File: config.mk
export PLATFORM = sky130hd
export DESIGN_NAME = modbus_request_frame_builder_top
export DESIGN_NICKNAME = d
export VERILOG_FILES = /design/src/hdl/mrfb_pkg.sv /design/src/hdl/modbus_request_frame_builder_top.sv /design/src/hdl/mrfb_ucode_rom.sv /design/src/hdl/mrfb_datapath.sv
export SDC_FILE = /design/constraint.sdc
export NUM_CORES = 1
export LEC_CHECK = 0
export ABC_AREA = 0
export BUFFER_PORTS_ARGS = -buffer_cell sky130_fd_sc_hd__buf_2
export CAP_MARGIN = 20
export CELL_PAD_IN_SITES_DETAIL_PLACEMENT = 2
export CELL_PAD_IN_SITES_GLOBAL_PLACEMENT = 2
export CORE_MARGIN = 1.5
export CORE_UTILIZATION = 38
export DETAILED_ROUTE_END_ITERATION = 7
export PLACE_DENSITY = 0.79
export SYNTH_ARGS = -nofsm -noshare
export SYNTH_HDL_FRONTEND = slang
export SYNTH_SLANG_ARGS = --single-unit
File: constraint.sdc
create_clock -name clk_i -period 4.13 [get_ports clk_i]
set_input_delay 0.826 -clock clk_i [delete_from_list [all_inputs] [get_ports clk_i]]
set_output_delay 0.826 -clock clk_i [all_outputs]
set_load 0.02 [all_outputs]
File: src/hdl/mrfb_pkg.sv
// Package for the Modbus RTU request frame builder.
// Holds the microcode word, the entry points of the programme and the CRC-16 step.
// No dependencies.
`default_nettype none

package mrfb_pkg;

  localparam int unsigned PcW     = 6;
  localparam int unsigned ProgLen = 34;

  localparam logic [2:0] ModeYearMonth = 3'd0;
  localparam logic [2:0] ModeDayHour   = 3'd1;
  localparam logic [2:0] ModeMinSec    = 3'd2;
  localparam logic [2:0] ModeFullTime  = 3'd3;
  localparam logic [2:0] ModeQuery     = 3'd4;

  // Programme addresses
  localparam logic [PcW-1:0] PcAddr     = 6'd0;
  localparam logic [PcW-1:0] PcCrcTail  = 6'd1;
  localparam logic [PcW-1:0] PcYearMon  = 6'd3;
  localparam logic [PcW-1:0] PcDayHour  = 6'd8;
  localparam logic [PcW-1:0] PcMinSec   = 6'd13;
  localparam logic [PcW-1:0] PcFullTime = 6'd18;
  localparam logic [PcW-1:0] PcQuery    = 6'd29;

  localparam logic [15:0] CrcInit = 16'hFFFF;
  localparam logic [15:0] CrcPoly = 16'hA001;

  typedef enum logic [3:0] {
    SRC_CONST,
    SRC_ADDR,
    SRC_YEAR,
    SRC_MONTH,
    SRC_DAY,
    SRC_HOUR,
    SRC_MIN,
    SRC_SEC,
    SRC_CRCL,
    SRC_CRCH
  } src_e;

  typedef enum logic [1:0] {
    JMP_NEXT,
    JMP_GOTO,
    JMP_DISPATCH,
    JMP_HALT
  } jmp_e;

  typedef struct packed {
    src_e           src;
    logic [7:0]     konst;
    logic           crc_en;
    logic           last;
    jmp_e           jmp;
    logic [PcW-1:0] target;
  } ucode_t;

  function automatic logic [PcW-1:0] entry_pc(input logic [2:0] mode);
    logic [PcW-1:0] pc;
    pc = PcAddr;
    case (mode)
      ModeYearMonth: pc = PcYearMon;
      ModeDayHour:   pc = PcDayHour;
      ModeMinSec:    pc = PcMinSec;
      ModeFullTime:  pc = PcFullTime;
      ModeQuery:     pc = PcQuery;
      default:       pc = PcAddr;
    endcase
    return pc;
  endfunction

  // Fold one byte into the reflected CRC-16
  function automatic logic [15:0] crc16_byte(input logic [15:0] crc_in, input logic [7:0] b);
    logic [15:0] c;
    c = crc_in ^ {8'h00, b};
    for (int i = 0; i < 8; i++) begin
      if (c[0]) begin
        c = (c >> 1) ^ CrcPoly;
      end else begin
        c = c >> 1;
      end
    end
    return c;
  endfunction

endpackage

`default_nettype wire

File: src/hdl/modbus_request_frame_builder_top.sv
// Modbus RTU request frame builder, top level: microcode sequencer plus datapath.
// The accepting edge starts the sequencer at the slave address step; its byte is then registered onto the result ports.
// Throughput: one byte per cycle while busy; frames are 8 bytes, or 14 for the full-time write.
// Busy follows the step counter and falls when it halts; the next transaction waits for busy low.
// Reset: asynchronous, active low; clears the sequencer and the strobe. No clearing pass.
// The receiver cannot stall: each byte shows for exactly one cycle.
`default_nettype none

module modbus_request_frame_builder_top (
  input  wire logic       clk_i,
  input  wire logic       rst_ni,
  input  wire logic       start,
  output logic            busy,
  input  wire logic [2:0] mode_i,
  input  wire logic [7:0] slave_address_i,
  input  wire logic [6:0] year_offset_i,
  input  wire logic [3:0] month_i,
  input  wire logic [4:0] day_i,
  input  wire logic [4:0] hour_i,
  input  wire logic [5:0] minute_i,
  input  wire logic [5:0] second_i,
  output logic            out_strobe_o,
  output logic [7:0]      frame_byte_o,
  output logic            last_byte_o
);

  logic                     run_q, run_d;
  logic [mrfb_pkg::PcW-1:0] pc_q, pc_d;
  logic [2:0]               mode_q;
  logic                     accept;
  logic                     launch;
  mrfb_pkg::ucode_t         word;

  // A transaction is taken whenever start meets an idle sequencer; an unused
  // frame kind is taken and dropped without emitting anything.
  assign accept = start & ~run_q;
  assign launch = accept & (mode_i <= mrfb_pkg::ModeQuery);
  assign busy   = run_q;

  mrfb_ucode_rom u_rom (
    .pc_i   (pc_q),
    .word_o (word)
  );

  // Step counter and jump logic
  always_comb begin
    run_d = run_q;
    pc_d  = pc_q;
    if (run_q) begin
      unique case (word.jmp)
        mrfb_pkg::JMP_NEXT:     pc_d = pc_q + 1'b1;
        mrfb_pkg::JMP_GOTO:     pc_d = word.target;
        mrfb_pkg::JMP_DISPATCH: pc_d = mrfb_pkg::entry_pc(mode_q);
        mrfb_pkg::JMP_HALT: begin
          run_d = 1'b0;
          pc_d  = mrfb_pkg::PcAddr;
        end
        default: begin
          run_d = 1'b0;
          pc_d  = mrfb_pkg::PcAddr;
        end
      endcase
    end
    if (launch) begin
      // every programme opens with the slave address byte
      run_d = 1'b1;
      pc_d  = mrfb_pkg::PcAddr;
    end
  end

  always_ff @(posedge clk_i or negedge rst_ni) begin
    if (!rst_ni) begin
      run_q <= 1'b0;
      pc_q  <= mrfb_pkg::PcAddr;
    end else begin
      run_q <= run_d;
      pc_q  <= pc_d;
    end
  end

  // Hold the frame kind for the dispatch step
  always_ff @(posedge clk_i) begin
    if (launch) begin
      mode_q <= mode_i;
    end
  end

  mrfb_datapath u_dp (
    .clk_i           (clk_i),
    .rst_ni          (rst_ni),
    .load_i          (launch),
    .step_i          (run_q),
    .word_i          (word),
    .slave_address_i (slave_address_i),
    .year_offset_i   (year_offset_i),
    .month_i         (month_i),
    .day_i           (day_i),
    .hour_i          (hour_i),
    .minute_i        (minute_i),
    .second_i        (second_i),
    .out_strobe_o    (out_strobe_o),
    .frame_byte_o    (frame_byte_o),
    .last_byte_o     (last_byte_o)
  );

`ifndef ASSERT_OFF
  // A byte only follows a cycle in which the sequencer was running
  a_strobe_from_run: assert property (@(posedge clk_i) disable iff (!rst_ni)
    out_strobe_o |-> $past(run_q))
    else $error("strobe without a running step");

  // The step counter never leaves the programme while running
  a_pc_in_range: assert property (@(posedge clk_i) disable iff (!rst_ni)
    run_q |-> (pc_q < mrfb_pkg::ProgLen))
    else $error("step counter outside programme");

  // An unused frame kind is dropped at once
  a_bad_mode_dropped: assert property (@(posedge clk_i) disable iff (!rst_ni)
    (accept && (mode_i > mrfb_pkg::ModeQuery)) |=> !run_q)
    else $error("unused frame kind started a frame");

  // The final byte ends the frame: the sequencer has stopped by then
  a_last_ends_frame: assert property (@(posedge clk_i) disable iff (!rst_ni)
    last_byte_o |-> ($past(word.jmp) == mrfb_pkg::JMP_HALT))
    else $error("last byte not at programme end");
`endif

endmodule

`default_nettype wire

File: src/hdl/mrfb_ucode_rom.sv
// Microcode store of the frame builder: one control word per programme step.
// Depends on mrfb_pkg.
`default_nettype none

module mrfb_ucode_rom (
  input  wire logic [mrfb_pkg::PcW-1:0] pc_i,
  output mrfb_pkg::ucode_t              word_o
);

  function automatic mrfb_pkg::ucode_t uw(input mrfb_pkg::src_e src, input logic [7:0] k,
                                          input mrfb_pkg::jmp_e jmp,
                                          input logic [mrfb_pkg::PcW-1:0] tgt);
    mrfb_pkg::ucode_t w;
    w.src    = src;
    w.konst  = k;
    w.crc_en = (src != mrfb_pkg::SRC_CRCL) && (src != mrfb_pkg::SRC_CRCH);
    w.last   = (src == mrfb_pkg::SRC_CRCH);
    w.jmp    = jmp;
    w.target = tgt;
    return w;
  endfunction

  always_comb begin
    case (pc_i)
      // common head and CRC tail
      6'd0:  word_o = uw(mrfb_pkg::SRC_ADDR,  8'h00, mrfb_pkg::JMP_DISPATCH, '0);
      6'd1:  word_o = uw(mrfb_pkg::SRC_CRCL,  8'h00, mrfb_pkg::JMP_NEXT,     '0);
      6'd2:  word_o = uw(mrfb_pkg::SRC_CRCH,  8'h00, mrfb_pkg::JMP_HALT,     '0);
      // year / month
      6'd3:  word_o = uw(mrfb_pkg::SRC_CONST, 8'h06, mrfb_pkg::JMP_NEXT, '0);
      6'd4:  word_o = uw(mrfb_pkg::SRC_CONST, 8'h00, mrfb_pkg::JMP_NEXT, '0);
      6'd5:  word_o = uw(mrfb_pkg::SRC_CONST, 8'h05, mrfb_pkg::JMP_NEXT, '0);
      6'd6:  word_o = uw(mrfb_pkg::SRC_YEAR,  8'h00, mrfb_pkg::JMP_NEXT, '0);
      6'd7:  word_o = uw(mrfb_pkg::SRC_MONTH, 8'h00, mrfb_pkg::JMP_GOTO, mrfb_pkg::PcCrcTail);
      // day / hour
      6'd8:  word_o = uw(mrfb_pkg::SRC_CONST, 8'h06, mrfb_pkg::JMP_NEXT, '0);
      6'd9:  word_o = uw(mrfb_pkg::SRC_CONST, 8'h00, mrfb_pkg::JMP_NEXT, '0);
      6'd10: word_o = uw(mrfb_pkg::SRC_CONST, 8'h06, mrfb_pkg::JMP_NEXT, '0);
      6'd11: word_o = uw(mrfb_pkg::SRC_DAY,   8'h00, mrfb_pkg::JMP_NEXT, '0);
      6'd12: word_o = uw(mrfb_pkg::SRC_HOUR,  8'h00, mrfb_pkg::JMP_GOTO, mrfb_pkg::PcCrcTail);
      // minute / second
      6'd13: word_o = uw(mrfb_pkg::SRC_CONST, 8'h06, mrfb_pkg::JMP_NEXT, '0);
      6'd14: word_o = uw(mrfb_pkg::SRC_CONST, 8'h00, mrfb_pkg::JMP_NEXT, '0);
      6'd15: word_o = uw(mrfb_pkg::SRC_CONST, 8'h07, mrfb_pkg::JMP_NEXT, '0);
      6'd16: word_o = uw(mrfb_pkg::SRC_MIN,   8'h00, mrfb_pkg::JMP_NEXT, '0);
      6'd17: word_o = uw(mrfb_pkg::SRC_SEC,   8'h00, mrfb_pkg::JMP_GOTO, mrfb_pkg::PcCrcTail);
      // full time, multiple-register write
      6'd18: word_o = uw(mrfb_pkg::SRC_CONST, 8'h10, mrfb_pkg::JMP_NEXT, '0);
      6'd19: word_o = uw(mrfb_pkg::SRC_CONST, 8'h00, mrfb_pkg::JMP_NEXT, '0);
      6'd20: word_o = uw(mrfb_pkg::SRC_CONST, 8'h05, mrfb_pkg::JMP_NEXT, '0);
      6'd21: word_o = uw(mrfb_pkg::SRC_CONST, 8'h00, mrfb_pkg::JMP_NEXT, '0);
      6'd22: word_o = uw(mrfb_pkg::SRC_CONST, 8'h03, mrfb_pkg::JMP_NEXT, '0);
      6'd23: word_o = uw(mrfb_pkg::SRC_YEAR,  8'h00, mrfb_pkg::JMP_NEXT, '0);
      6'd24: word_o = uw(mrfb_pkg::SRC_MONTH, 8'h00, mrfb_pkg::JMP_NEXT, '0);
      6'd25: word_o = uw(mrfb_pkg::SRC_DAY,   8'h00, mrfb_pkg::JMP_NEXT, '0);
      6'd26: word_o = uw(mrfb_pkg::SRC_HOUR,  8'h00, mrfb_pkg::JMP_NEXT, '0);
      6'd27: word_o = uw(mrfb_pkg::SRC_MIN,   8'h00, mrfb_pkg::JMP_NEXT, '0);
      6'd28: word_o = uw(mrfb_pkg::SRC_SEC,   8'h00, mrfb_pkg::JMP_GOTO, mrfb_pkg::PcCrcTail);
      // input-register query
      6'd29: word_o = uw(mrfb_pkg::SRC_CONST, 8'h04, mrfb_pkg::JMP_NEXT, '0);
      6'd30: word_o = uw(mrfb_pkg::SRC_CONST, 8'h00, mrfb_pkg::JMP_NEXT, '0);
      6'd31: word_o = uw(mrfb_pkg::SRC_CONST, 8'h21, mrfb_pkg::JMP_NEXT, '0);
      6'd32: word_o = uw(mrfb_pkg::SRC_CONST, 8'h00, mrfb_pkg::JMP_NEXT, '0);
      6'd33: word_o = uw(mrfb_pkg::SRC_CONST, 8'h08, mrfb_pkg::JMP_GOTO, mrfb_pkg::PcCrcTail);
      default: word_o = uw(mrfb_pkg::SRC_CONST, 8'h00, mrfb_pkg::JMP_HALT, '0);
    endcase
  end

endmodule

`default_nettype wire

File: src/hdl/mrfb_datapath.sv
// Datapath of the frame builder: request field registers, byte select, CRC
// accumulator and output registers. Depends on mrfb_pkg.
`default_nettype none

module mrfb_datapath (
  input  wire logic             clk_i,
  input  wire logic             rst_ni,
  input  wire logic             load_i,
  input  wire logic             step_i,
  input  mrfb_pkg::ucode_t      word_i,
  input  wire logic [7:0]       slave_address_i,
  input  wire logic [6:0]       year_offset_i,
  input  wire logic [3:0]       month_i,
  input  wire logic [4:0]       day_i,
  input  wire logic [4:0]       hour_i,
  input  wire logic [5:0]       minute_i,
  input  wire logic [5:0]       second_i,
  output logic                  out_strobe_o,
  output logic [7:0]            frame_byte_o,
  output logic                  last_byte_o
);

  logic [7:0]  addr_q;
  logic [6:0]  year_q;
  logic [3:0]  month_q;
  logic [4:0]  day_q;
  logic [4:0]  hour_q;
  logic [5:0]  minute_q;
  logic [5:0]  second_q;
  logic [15:0] crc_q, crc_d;
  logic [7:0]  byte_d, byte_q;
  logic        last_q;
  logic        strobe_q;

  always_comb begin
    unique case (word_i.src)
      mrfb_pkg::SRC_CONST: byte_d = word_i.konst;
      mrfb_pkg::SRC_ADDR:  byte_d = addr_q;
      mrfb_pkg::SRC_YEAR:  byte_d = {1'b0, year_q};
      mrfb_pkg::SRC_MONTH: byte_d = {4'b0, month_q};
      mrfb_pkg::SRC_DAY:   byte_d = {3'b0, day_q};
      mrfb_pkg::SRC_HOUR:  byte_d = {3'b0, hour_q};
      mrfb_pkg::SRC_MIN:   byte_d = {2'b0, minute_q};
      mrfb_pkg::SRC_SEC:   byte_d = {2'b0, second_q};
      mrfb_pkg::SRC_CRCL:  byte_d = crc_q[7:0];
      mrfb_pkg::SRC_CRCH:  byte_d = crc_q[15:8];
      default:             byte_d = word_i.konst;
    endcase
  end

  always_comb begin
    crc_d = crc_q;
    if (load_i) begin
      crc_d = mrfb_pkg::CrcInit;
    end else if (step_i && word_i.crc_en) begin
      crc_d = mrfb_pkg::crc16_byte(crc_q, byte_d);
    end
  end

  // Payload registers, CRC accumulator and output byte registers
  always_ff @(posedge clk_i) begin
    if (load_i) begin
      addr_q   <= slave_address_i;
      year_q   <= year_offset_i;
      month_q  <= month_i;
      day_q    <= day_i;
      hour_q   <= hour_i;
      minute_q <= minute_i;
      second_q <= second_i;
    end
    crc_q  <= crc_d;
    byte_q <= byte_d;
    last_q <= word_i.last;
  end

  always_ff @(posedge clk_i or negedge rst_ni) begin
    if (!rst_ni) begin
      strobe_q <= 1'b0;
    end else begin
      strobe_q <= step_i;
    end
  end

  assign out_strobe_o = strobe_q;
  assign frame_byte_o = byte_q;
  assign last_byte_o  = strobe_q & last_q;

endmodule

`default_nettype wire

==> qor.yml <==
setup_path:
  critPathBufInv: 1
  timing.rr.end: "u_dp.crc_q[0]"
  path_depth: 13
  ff2ff_path_depth: 13
  slowest_delay_ps: 470
  cp.required_ps: 4400
  reg2reg_from: "pc_q[1]"
  cp_common_cell: "nand2_1"
  worstPathArrival_ps: 4190
  crit_type: "reg -> reg"
  crit_family: "compound AO/OA/AOI/OAI gates"
  crit_path_end_kind: "flip-flop"
  path_max_fanout: 7
  r2r_slack_ps: 210
  cp_slowest_cell: "dfrtp_1"
  crit_chain: "inv_1, ha_1, nand2_1, a311oi_2, nand2_1, mux2i_1, a211o_1, or4_1, o211a_2, xor2_2, xnor3_2, xnor3_1, o22a_1"
  start_kind: "flip-flop"
timing:
  fin_crit_ps: 3920
  setup_viol: 0
  skew_ps: 13.3
  final-hold-violation-count: 0
  max_freq_mhz: 255
  fin_tns_setup_ps: 0
  worst_pin_slew_ps: 634
  finalCritPeriodShare: 0.948
  rsz0062_at_grt: "false"
  maxSlewHeadroom: 0.578
  maxSlewViolCount: 0
logic_synthesis:
  avgSynthCellArea_um2: 11.4
  synth_enable_flop_cells: 44
  syn_area_um2: 4000
  postSynthCellCount: 352
  yosys-top-cells-area: "edfxtp_1, dfxtp_1, dfrtp_1"
  async_flop_share: 0.104
  yosysTopAreaCellShare: 0.330
  synth_cell_types: 77
  synth.largest_area_cell: "edfxtp_1"
  yosysMostFrequentCell: "edfxtp_1"
  synth_commonest_cells: "edfxtp_1, nand2_1, dfxtp_1, a21oi_1, nand3_1"
  synth_ff_type: "edfxtp_1"
  ys_ff_latch: 77
  synth_fp_nets: 406
  seq_area_frac_synth: 0.505
  yosysWarningCount: 0
floorplanning:
  coreArea_um2: 10300
  dieArea_um2: 11200
  start_util: 0.390
  pin_count: 58
  dieWidth_um: 106
  die_h_um: 106
  num_rows: 37
placement:
  place.gp.congestion: 0.819
  portBuffers: 57
  hpwl_um: 9070
global_routing:
  grt_max_degree: 45
  antenna_found_initial: 0
  grt_pass1_vias: 3496
  overflow: 0
  grt_first_pass_wirelength_um: 19300
  track_usage: 0.230
clock_network:
  cts_buffer_depth: 2
  numCtsBuffers: 9
  clkTransAtPathRegs_ps: 90
  cts_max_level: 3
  cts.sinks: 77
  holdBufCountCts: 0
  root_buffer: "clkbuf_8"
  cts_tree: "done"
  clk_latency_ps: 370
finish:
  drive_gt1_frac: 0.289
  antenna_cells: 0
  final_net_count: 471
  nFillCells: 1089
  area_growth_syn_to_layout_pct: 17.3
drt:
  antenna_left: 0
  drc_errors: 0
  first_pass_iters: 4
  post_drt_wl_per_cell_um: 21.9
  vias_per_cell: 5.61
  initialDrtViolationCount: 169
  via_count: 3130
  routed_wirelength_um: 12200
run:
  cap_violations: 0
run_status:
  run_status: "finished, final reports clean"
min_path:
  hold_class: "in -> async"
## cell families after synthesis
family / share of synthesized area
AO/OA/AOI/OAI: 0.206
XOR/XNOR: 0.0675
adder cells (fa/ha/maj): 0.0219
buffers and inverters: 0.0341
flip-flops: 0.505
multiplexers: 0.0428
AND/OR/NAND/NOR: 0.123
## how the worst max path moves through the flow
stage                        from            end
final                     pc_q[1]  u_dp.crc_q[0]
after global routing      pc_q[1]  u_dp.crc_q[0]
after CTS                 pc_q[1]  u_dp.crc_q[0]
after detailed placement  pc_q[1]  u_dp.crc_q[0]
after global placement    pc_q[1]  u_dp.crc_q[0]
after floorplan           pc_q[0]  u_dp.crc_q[0]
## registers in the layout, indices dropped and copies added, names as in the netlist, 5 cells and up
register / count
u_dp.crc_q: 16
u_dp.frame_byte_o: 8
u_dp.minute_q: 6
u_dp.addr_q: 8
u_dp.year_q: 7
pc_q: 6
u_dp.second_q: 6
u_dp.day_q: 5
u_dp.hour_q: 5
## cell type report
cell class / instances / area, µm² / share of cell area
flip-flops and latches: 77 / 2020 / 0.431
multi-input cells: 248 / 1860 / 0.397
repair buffers: 74 / 425 / 0.0905
well taps: 136 / 170 / 0.0362
clock buffers: 9 / 124 / 0.0264
clock inverters: 7 / 65.1 / 0.0138
inverters: 7 / 26.3 / 0.00559
## placed cells by master (no fill, tap or decap), types with 3 or more instances in the layout
| cell | n |
|---|---|
| o21ai_0 | 16 |
| o22a_1 | 12 |
| o211ai_1 | 7 |
| nor2b_1 | 3 |
| dfrtp_1 | 7 |
| nor2_1 | 16 |
| nand2_1 | 31 |
| nand4_1 | 4 |
| and3_1 | 3 |
| mux2_2 | 4 |
| o22ai_1 | 3 |
| edfxtp_1 | 44 |
| a31oi_1 | 3 |
| a21oi_2 | 3 |
| xnor2_1 | 8 |
| mux2i_1 | 9 |
| buf_4 | 16 |
| a211o_1 | 3 |
| clkbuf_8 | 9 |
| xor2_1 | 7 |
| nand2b_1 | 5 |
| and2_1 | 4 |
| xnor2_2 | 3 |
| dfxtp_1 | 25 |
| ha_1 | 6 |
| buf_2 | 57 |
| inv_1 | 7 |
| a21oi_1 | 20 |
| nand3_1 | 17 |
## per-layer routing
metal / wire length (µm) / track usage / vias to the layer above
met3: 366 / 0.0353 / 20
met2: 6100 / 0.394 / 63
met1: 5560 / 0.297 / 1590
li1: - / - / 1457
met5: 0 / 0 / -
met4: 215 / 0.0743 / 0
## metrics by stage
stage | hold slack (ps) | cell area, µm² | util | std cells | worst slack, ps
after floorplan | 475 | 4000 | - | 352 | 569
after global placement | 493 | 4490 | 0.437 | 542 | 347
after detailed placement | 520 | 4490 | 0.437 | 542 | 144
after CTS | 287 | 4680 | 0.455 | 558 | 120
after global routing | 301 | 4700 | 0.457 | 558 | 21.5
final | 299 | 4700 | 0.457 | 558 | 213
## timing repair
| item | in CTS | in global routing |
|---|---|---|
| buffers inserted | 0 | 0 |
| setup endpoints to repair | 0 | 3 |
| resized for setup | 0 | 5 |
## worst reg2reg max path, delay by kind of cell, from the launching register on
| kind | cells | cell delay, ps |
|---|---|---|
| buf+inv | 1 | 170 |
| fa+ha+maj | 1 | 230 |
| mux | 1 | 160 |
| compound gates | 4 | 1160 |
| flops | 1 | 470 |
| xor+xnor | 3 | 860 |
| simple gates | 3 | 770 |
Power is left out: the tool's default activity adds up to more than one toggle a clock period on the data nets, which glitch-free logic cannot reach.
